### config.mk
export PLATFORM = sky130hd
export DESIGN_NAME = retry_after_seconds_parser_flat
export DESIGN_NICKNAME = d
export VERILOG_FILES = /design/src/rtl/rap_pkg.sv /design/src/rtl/rap_if.sv /design/src/rtl/retry_after_seconds_parser.sv /design/src/rtl/rap_scan.sv /design/src/flat_wrapper.sv
export SDC_FILE = /design/constraint.sdc
export NUM_CORES = 1
export LEC_CHECK = 0
export BUFFER_PORTS_ARGS = -buffer_cell sky130_fd_sc_hd__buf_2
export CORE_MARGIN = 8
export CORE_UTILIZATION = 58
export CTS_BUF_LIST = sky130_fd_sc_hd__clkbuf_8 sky130_fd_sc_hd__clkbuf_16
export DETAILED_ROUTE_END_ITERATION = 7
export GPL_ROUTABILITY_DRIVEN = 0
export GPL_TIMING_DRIVEN = 1
export PLACE_DENSITY = 0.84
export SYNTH_ARGS = -nofsm -noshare
export SYNTH_HDL_FRONTEND = slang
export SYNTH_HIERARCHICAL = 1
export SYNTH_SLANG_ARGS = --single-unit
### constraint.sdc
create_clock -name clk -period 5.86 [get_ports clk]
set_clock_uncertainty 0.1 [all_clocks]
set_input_delay 1.172 -clock clk [delete_from_list [all_inputs] [get_ports clk]]
set_output_delay 1.172 -clock clk [all_outputs]
set_load 0.05 [all_outputs]
### src/rtl/rap_pkg.sv
// Retry-After parser package: phase type, limits, verdict struct and the
// seconds-to-milliseconds scaling function. No dependencies.
package rap_pkg;

  localparam int SecW  = 40;
  localparam int WaitW = 50;

  localparam logic [SecW-1:0]  SEC_LIMIT   = 40'd1000000000000;
  localparam logic [WaitW-1:0] WAIT_SAT_MS = 50'd1000000000000000;

  localparam logic [7:0] CH_ZERO  = 8'h30;
  localparam logic [7:0] CH_NINE  = 8'h39;
  localparam logic [7:0] CH_SPACE = 8'h20;
  localparam logic [7:0] CH_TAB   = 8'h09;

  typedef enum logic [1:0] {
    PH_LEAD,
    PH_DIGITS,
    PH_TRAIL,
    PH_ERROR
  } phase_t;

  // Outcome of one finished header value, before scaling.
  typedef struct packed {
    logic            ok;
    logic            sat;
    logic [SecW-1:0] seconds;
  } verdict_t;

  // seconds * 1000 as (s << 10) - (s << 4) - (s << 3); saturate, or zero when invalid.
  function automatic logic [WaitW-1:0] to_ms(verdict_t v);
    logic [WaitW-1:0] s;
    logic [WaitW-1:0] ms;
    s  = {{(WaitW-SecW){1'b0}}, v.seconds};
    ms = (s << 10) - (s << 4) - (s << 3);
    if (!v.ok) begin
      return '0;
    end else if (v.sat) begin
      return WAIT_SAT_MS;
    end
    return ms;
  endfunction

endpackage

### src/rtl/rap_if.sv
// Valid/ready channel interfaces for the Retry-After parser.
// Depends on nothing; the payload widths are fixed by the header format.
interface rap_in_if;
  logic       valid;
  logic       ready;
  logic [7:0] byte_in;
  logic       last_byte;
  logic       empty_value;

  modport source (output valid, output byte_in, output last_byte, output empty_value,
                  input ready);
  modport sink   (input valid, input byte_in, input last_byte, input empty_value,
                  output ready);
endinterface

interface rap_out_if;
  logic        valid;
  logic        ready;
  logic        is_valid;
  logic [49:0] wait_ms;

  modport source (output valid, output is_valid, output wait_ms, input ready);
  modport sink   (input valid, input is_valid, input wait_ms, output ready);
endinterface

### src/rtl/retry_after_seconds_parser.sv
// Top level of the Retry-After delta-seconds parser.
// Depends on rap_pkg, rap_if (rap_in_if, rap_out_if) and rap_scan.
//
// Usage:
//   hdr carries the header value one byte per item; last_byte marks the final
//   byte, and empty_value ends the value without consuming its byte (an
//   absent or zero-length value, or a value cut short).
//   res carries one item per finished value: is_valid, and wait_ms equal to
//   the seconds times 1000, saturated at 10^15, or 0 when is_valid is 0.
//   Bytes that do not end a value produce no result item.
// Timing:
//   One byte is taken per cycle unless res stalls, with no gaps between
//   values. A result reaches res through two registers after its closing
//   byte is accepted: one holds the verdict, the next holds the scaled wait.
// Reset (rst, synchronous): scanner returns to leading whitespace with a
//   cleared accumulator; both result stages are emptied.
// Stall: while res.ready is low the two result stages fill; hdr.ready drops
//   only once both are full, and returns in the cycle res.ready rises.
module retry_after_seconds_parser (
  input  logic       clk,
  input  logic       rst,
  rap_in_if.sink     hdr,
  rap_out_if.source  res
);

  logic              hdr_fire;
  logic              emit;
  rap_pkg::verdict_t verdict;

  rap_pkg::verdict_t mid;
  logic              mid_valid;
  logic              mid_adv;
  logic              out_adv;

  logic                       out_is_valid;
  logic [rap_pkg::WaitW-1:0]  out_wait_ms;
  logic                       out_valid;

  assign out_adv   = !out_valid || res.ready;
  assign mid_adv   = !mid_valid || out_adv;
  assign hdr.ready = mid_adv;
  assign hdr_fire  = hdr.valid && hdr.ready;

  rap_scan u_scan (
    .clk         (clk),
    .rst         (rst),
    .fire        (hdr_fire),
    .byte_in     (hdr.byte_in),
    .last_byte   (hdr.last_byte),
    .empty_value (hdr.empty_value),
    .emit        (emit),
    .verdict     (verdict)
  );

  // Verdict stage
  always_ff @(posedge clk) begin
    if (rst) begin
      mid_valid <= 1'b0;
    end else if (mid_adv) begin
      mid_valid <= emit;
    end
  end

  always_ff @(posedge clk) begin
    if (mid_adv && emit) begin
      mid <= verdict;
    end
  end

  // Result stage: scale to milliseconds
  always_ff @(posedge clk) begin
    if (rst) begin
      out_valid <= 1'b0;
    end else if (out_adv) begin
      out_valid <= mid_valid;
    end
  end

  always_ff @(posedge clk) begin
    if (out_adv && mid_valid) begin
      out_is_valid <= mid.ok;
      out_wait_ms  <= rap_pkg::to_ms(mid);
    end
  end

  assign res.valid    = out_valid;
  assign res.is_valid = out_is_valid;
  assign res.wait_ms  = out_wait_ms;

  a_invalid_zero: assert property (@(posedge clk) disable iff (rst)
    res.valid && !res.is_valid |-> res.wait_ms == '0)
    else $error("invalid result carries a nonzero wait");

  a_wait_bound: assert property (@(posedge clk) disable iff (rst)
    res.valid |-> res.wait_ms <= rap_pkg::WAIT_SAT_MS)
    else $error("wait exceeds saturation value");

  a_empty_emits: assert property (@(posedge clk) disable iff (rst)
    hdr_fire && hdr.empty_value |=> mid_valid)
    else $error("empty value did not produce a verdict");

  a_mid_moves: assert property (@(posedge clk) disable iff (rst)
    mid_valid && out_adv |=> out_valid)
    else $error("verdict lost between stages");

endmodule

### src/rtl/rap_scan.sv
// Byte scanner: phase machine and seconds accumulator for one header value.
// Depends on rap_pkg.
module rap_scan (
  input  logic                clk,
  input  logic                rst,
  input  logic                fire,
  input  logic [7:0]          byte_in,
  input  logic                last_byte,
  input  logic                empty_value,
  output logic                emit,
  output rap_pkg::verdict_t   verdict
);

  rap_pkg::phase_t              phase;
  rap_pkg::phase_t              phase_next;
  logic [rap_pkg::SecW-1:0]     seconds_acc;
  logic [rap_pkg::SecW-1:0]     seconds_acc_next;
  logic                         too_large;
  logic                         too_large_next;

  logic                         is_dig;
  logic                         is_ws;
  logic                         take;
  logic [3:0]                   digit;
  logic [rap_pkg::SecW+3:0]     acc_x10;

  assign is_dig = (byte_in >= rap_pkg::CH_ZERO) && (byte_in <= rap_pkg::CH_NINE);
  assign is_ws  = (byte_in == rap_pkg::CH_SPACE) || (byte_in == rap_pkg::CH_TAB);
  assign digit  = 4'(byte_in - rap_pkg::CH_ZERO);
  assign take   = is_dig && ((phase == rap_pkg::PH_LEAD) || (phase == rap_pkg::PH_DIGITS));
  assign emit   = fire && (empty_value || last_byte);

  // acc * 10 + digit, wide enough to never wrap
  assign acc_x10 = ({4'b0, seconds_acc} << 3) + ({4'b0, seconds_acc} << 1)
                 + {{rap_pkg::SecW{1'b0}}, digit};

  // Phase after this byte.
  always_comb begin
    phase_next = phase;
    unique case (phase)
      rap_pkg::PH_LEAD: begin
        if (is_dig) begin
          phase_next = rap_pkg::PH_DIGITS;
        end else if (!is_ws) begin
          phase_next = rap_pkg::PH_ERROR;
        end
      end
      rap_pkg::PH_DIGITS: begin
        if (is_ws) begin
          phase_next = rap_pkg::PH_TRAIL;
        end else if (!is_dig) begin
          phase_next = rap_pkg::PH_ERROR;
        end
      end
      rap_pkg::PH_TRAIL: begin
        if (!is_ws) begin
          phase_next = rap_pkg::PH_ERROR;
        end
      end
      default: phase_next = rap_pkg::PH_ERROR;
    endcase
  end

  // Accumulator after this byte and the verdict for a value that ends now.
  always_comb begin
    seconds_acc_next = seconds_acc;
    too_large_next   = too_large;
    if (take && !too_large) begin
      if (acc_x10 > {4'b0, rap_pkg::SEC_LIMIT}) begin
        too_large_next = 1'b1;
      end else begin
        seconds_acc_next = acc_x10[rap_pkg::SecW-1:0];
      end
    end
    // empty flag ends the value without consuming the byte
    if (empty_value) begin
      verdict.ok      = (phase == rap_pkg::PH_DIGITS) || (phase == rap_pkg::PH_TRAIL);
      verdict.sat     = too_large;
      verdict.seconds = seconds_acc;
    end else begin
      verdict.ok      = (phase_next == rap_pkg::PH_DIGITS) ||
                        (phase_next == rap_pkg::PH_TRAIL);
      verdict.sat     = too_large_next;
      verdict.seconds = seconds_acc_next;
    end
  end

  always_ff @(posedge clk) begin
    if (rst || emit) begin
      phase       <= rap_pkg::PH_LEAD;
      seconds_acc <= '0;
      too_large   <= 1'b0;
    end else if (fire) begin
      phase       <= phase_next;
      seconds_acc <= seconds_acc_next;
      too_large   <= too_large_next;
    end
  end

endmodule

### src/flat_wrapper.sv
// flat-port wrapper written by rule: the top's interface ports become plain ports
module retry_after_seconds_parser_flat 
  (clk, rst, hdr_valid, hdr_byte_in, hdr_last_byte, hdr_empty_value, hdr_ready, res_valid, res_is_valid, res_wait_ms, res_ready);
  rap_in_if hdr_i ();
  rap_out_if res_i ();
  input  logic clk;
  input  logic rst;
  input wire logic [$bits(hdr_i.valid)-1:0] hdr_valid;
  input wire logic [$bits(hdr_i.byte_in)-1:0] hdr_byte_in;
  input wire logic [$bits(hdr_i.last_byte)-1:0] hdr_last_byte;
  input wire logic [$bits(hdr_i.empty_value)-1:0] hdr_empty_value;
  output wire logic [$bits(hdr_i.ready)-1:0] hdr_ready;
  output wire logic [$bits(res_i.valid)-1:0] res_valid;
  output wire logic [$bits(res_i.is_valid)-1:0] res_is_valid;
  output wire logic [$bits(res_i.wait_ms)-1:0] res_wait_ms;
  input wire logic [$bits(res_i.ready)-1:0] res_ready;
  assign hdr_i.valid = hdr_valid;
  assign hdr_i.byte_in = hdr_byte_in;
  assign hdr_i.last_byte = hdr_last_byte;
  assign hdr_i.empty_value = hdr_empty_value;
  assign hdr_ready = hdr_i.ready;
  assign res_valid = res_i.valid;
  assign res_is_valid = res_i.is_valid;
  assign res_wait_ms = res_i.wait_ms;
  assign res_i.ready = res_ready;
  retry_after_seconds_parser u_core (.clk(clk), .rst(rst), .hdr(hdr_i), .res(res_i));
endmodule
==> impl_metrics.tcl <==
set metrics [dict create \
    critPathMaxFanout 38 \
    area.growth.synth_to_final_pct 9.22 \
    nFillCells 1606 \
    vdd.ir_drop.worst_mv 0.197 \
    timing.critical_path.arrival_ns 5.67 \
    worst-r2r-setup-slack_ns 0.81 \
    detailedRoute.firstIterationViolations 1134 \
    dominantRegCellSynth "sky130_fd_sc_hd__edfxtp_1" \
    start_util 0.593 \
    fin_hold_ws_ns 0.423 \
    launching_element_type_of_the_critical_path "primary input" \
    synthDominantAreaCellType "sky130_fd_sc_hd__edfxtp_1" \
    top_level_ports 67 \
    worstSetupEndpoint "u_core/mid[40]" \
    min_period_over_period 0.954 \
    synth_seq_cells 135 \
    required_ns 5.94 \
    antenna_found_initial 0 \
    finalHoldViolCount 0 \
    num_antenna_cells 0 \
    drtAntennaViolNets 0 \
    cts_setup_buffers 0 \
    grt-ovfl-total 0 \
    die_area_sq_um 26500 \
    power.static_leakage_nw 5.80 \
    cts.reportedPaths.clkPinSlew_ns 0.06 \
    totalNegativeSetupSlack_ns 0 \
    reg2reg_to "u_core/mid[40]" \
    numPlacedInstances 1693 \
    cts.repair.resized 0 \
    fp.dieW_microns 163 \
    synth.avg_cell_area_sq_um 8.88 \
    cts_num_sinks 135 \
    layout.cells.most_common "sky130_fd_sc_hd__a21oi_1" \
    yosys.cell_types.count 77 \
    routed_wl_microns 32400 \
    cts_made_buffers 17 \
    sequential_cell_area_sq_um 3600 \
    drive_gt1_frac 0.0966 \
    synthArstFlopShare 0 \
    grt_usage 0.241 \
    vias_per_cell 6.58 \
    rsz0062_at_grt "false" \
    clock_latency_ns 0.43 \
    relSlewSlack 0.345 \
    status "complete, no violations" \
    yosys.area.top_type_share 0.216 \
    dr_wl_met2_microns 14900 \
    min_period_ns 5.59 \
    core_area_sq_um 21100 \
    synth-warning-count 6 \
    synth-edff-count 90 \
    syn-instance-count 1408 \
    clk_buf_depth 2 \
    hold_path_class "flip-flop to flip-flop" \
    seq_area_frac_synth 0.288 \
    cts-hold-fix-buffers 0 \
    maximum_number_of_pins_on_one_net_before_global_route_repair 49 \
    mostFrequentLayoutCells "sky130_fd_sc_hd__a21oi_1 (152), sky130_fd_sc_hd__ha_1 (139), sky130_fd_sc_hd__nor2_1 (99), sky130_fd_sc_hd__edfxtp_1 (90)" \
    met1Wirelength_microns 13200 \
    timing.rr.start "u_core/u_scan/seconds_acc[0]" \
    power_density_nw_per_um2 221 \
    design.final.nets 1625 \
    timing_worst_slew_pin_value_ns 0.983 \
    dr_total_vias 11300 \
    post_synth_main_area_contributors "sky130_fd_sc_hd__edfxtp_1 (22%), sky130_fd_sc_hd__ha_1 (14%), sky130_fd_sc_hd__dfxtp_1 (7.2%)" \
    timing.final.setup_violations 0 \
    buffer_ports.inserted 63 \
    drt_pre_antenna_iters 5 \
    dp_hpwl_microns 23700 \
    number_of_h_tree_levels 4 \
    highest_routed_metal_layer "met4" \
    cts.root.buffer_cell "sky130_fd_sc_hd__clkbuf_16" \
    critPathKind "primary input to flip-flop" \
    std_cell_rows 53 \
    die_height_microns 163 \
    grt_pass1_vias 10800 \
    clock.fmax_mhz 179 \
    cp-end-kind "flip-flop" \
    post_synthesis_instance_area_sq_um 12500 \
    reg2regPathDepth 16 \
    critical_path.startpoint "hdr_byte_in[3]" \
    detail_route.drc_violations 0 \
    multi_input_comb_area_sq_um 8340 \
    routed_wire_length_per_instance_microns 18.8 \
    cts_tree "built" \
    grt_pass1_wl_microns 53000 \
    finish.cell_count_without_fillers 1725 \
    met3_length_microns 3080 \
    drv_slew 0 \
    maxCapViolCount 0 \
]
[layout make-up]
class,count,area share
clock inverter,11,0.00760
clock buffer,21,0.0376
sequential,135,0.264
inverter,70,0.0192
timing repair buffer,83,0.0359
multi-input combinational,1130,0.611
tap,275,0.0252
[worst max-delay path: stages]
cell,delay [ns]
sky130_fd_sc_hd__buf_2,0.13
sky130_fd_sc_hd__fa_1,0.56
sky130_fd_sc_hd__inv_1,0.06
sky130_fd_sc_hd__fa_1,0.46
sky130_fd_sc_hd__nand2b_1,0.18
sky130_fd_sc_hd__a21oi_1,0.36
sky130_fd_sc_hd__o21ai_1,0.17
sky130_fd_sc_hd__a21oi_1,0.27
sky130_fd_sc_hd__o21ai_0,0.17
sky130_fd_sc_hd__xnor2_1,0.17
sky130_fd_sc_hd__or4b_1,0.60
sky130_fd_sc_hd__a221oi_1,0.36
sky130_fd_sc_hd__nor2_1,0.11
sky130_fd_sc_hd__o21ai_2,0.18
sky130_fd_sc_hd__buf_4,0.42
sky130_fd_sc_hd__nand2_1,0.10
sky130_fd_sc_hd__a21o_1,0.19
[stage by stage]
step | utilization | setup slack (ns) | total power, mW | instance area, sq um
floorplan | - | 0.572 | 1.72 | 12500
global placement | 0.619 | 0.0635 | 1.85 | 13000
detailed placement | 0.619 | -0.0753 | 1.87 | 13000
CTS | 0.648 | 0.334 | 2.99 | 13700
global route | 0.648 | 0.0161 | 3.12 | 13700
finish | 0.648 | 0.268 | 3.01 | 13700
[registers in the layout (all words and copies together), names as in the netlist]
name                       cells
u_core/res.valid               1
u_core/res.wait_ms            47
u_core/res.is_valid            1
u_core/mid                    42
u_core/mid_valid               1
u_core/u_scan/phase            2
u_core/u_scan/seconds_acc     40
u_core/u_scan/too_large        1
[power breakdown]
part / total [mW] / leakage [nW] / switching, mW / internal (mW)
clock network: 1.12 / 0.304 / 0.444 / 0.676
registers: 1.09 / 1.24 / 0.0248 / 1.07
logic: 0.801 / 4.25 / 0.512 / 0.288
total: 3.01 / 5.80 / 0.981 / 2.03
[cells in the mapped netlist (all sizes together), types with 8 or more instances]
library cell  number
o21bai            15
xor2              28
a211oi            13
fa                35
o21a              17
nand3             23
nand2             85
a21boi            21
dfxtp             45
nor4               8
o211ai             9
clkbuf            47
nor2b             13
a21o              39
o21ai            115
nand2b            16
edfxtp            90
ha               139
and2              14
a31oi             16
nor3              28
nor2              99
xnor2             39
nand4             65
a21oi            152
or3               13
and3               9
inv               70
buf               28
mux2              37
[worst min path at each step]
| stage | start | endpoint | cells after the start |
|---|---|---|---|
| after global placement | u_core/u_scan/seconds_acc[14] | u_core/u_scan/seconds_acc[14] | 2 |
| after floorplan | u_core/mid[41] | u_core/res.is_valid | 0 |
| after CTS | u_core/u_scan/seconds_acc[14] | u_core/u_scan/seconds_acc[14] | 2 |
| final | u_core/u_scan/seconds_acc[14] | u_core/u_scan/seconds_acc[14] | 2 |
| after detailed placement | u_core/mid_valid | u_core/res.valid | 2 |
| after global routing | u_core/u_scan/seconds_acc[14] | u_core/u_scan/seconds_acc[14] | 2 |
[cell families (layout without fill, tap and decap cells)]
family,Yosys count,in the layout,synth area share
compound gates,440,440,0.220
simple gates,402,402,0.163
fa+ha+maj,174,174,0.195
buf+inv,145,185,0.0475
flops,135,135,0.288
xor+xnor,67,67,0.0469
mux,44,44,0.0389
other cells,1,3,0.000300
[per-layer routing]
layer | global-route usage | vias up
met5 | 0 | -
met4 | 0.108 | 0
met3 | 0.0306 | 96
met2 | 0.397 | 663
met1 | 0.313 | 5297
li1 | - | 5292
Note: power is estimated with default switching activity, not from simulation.
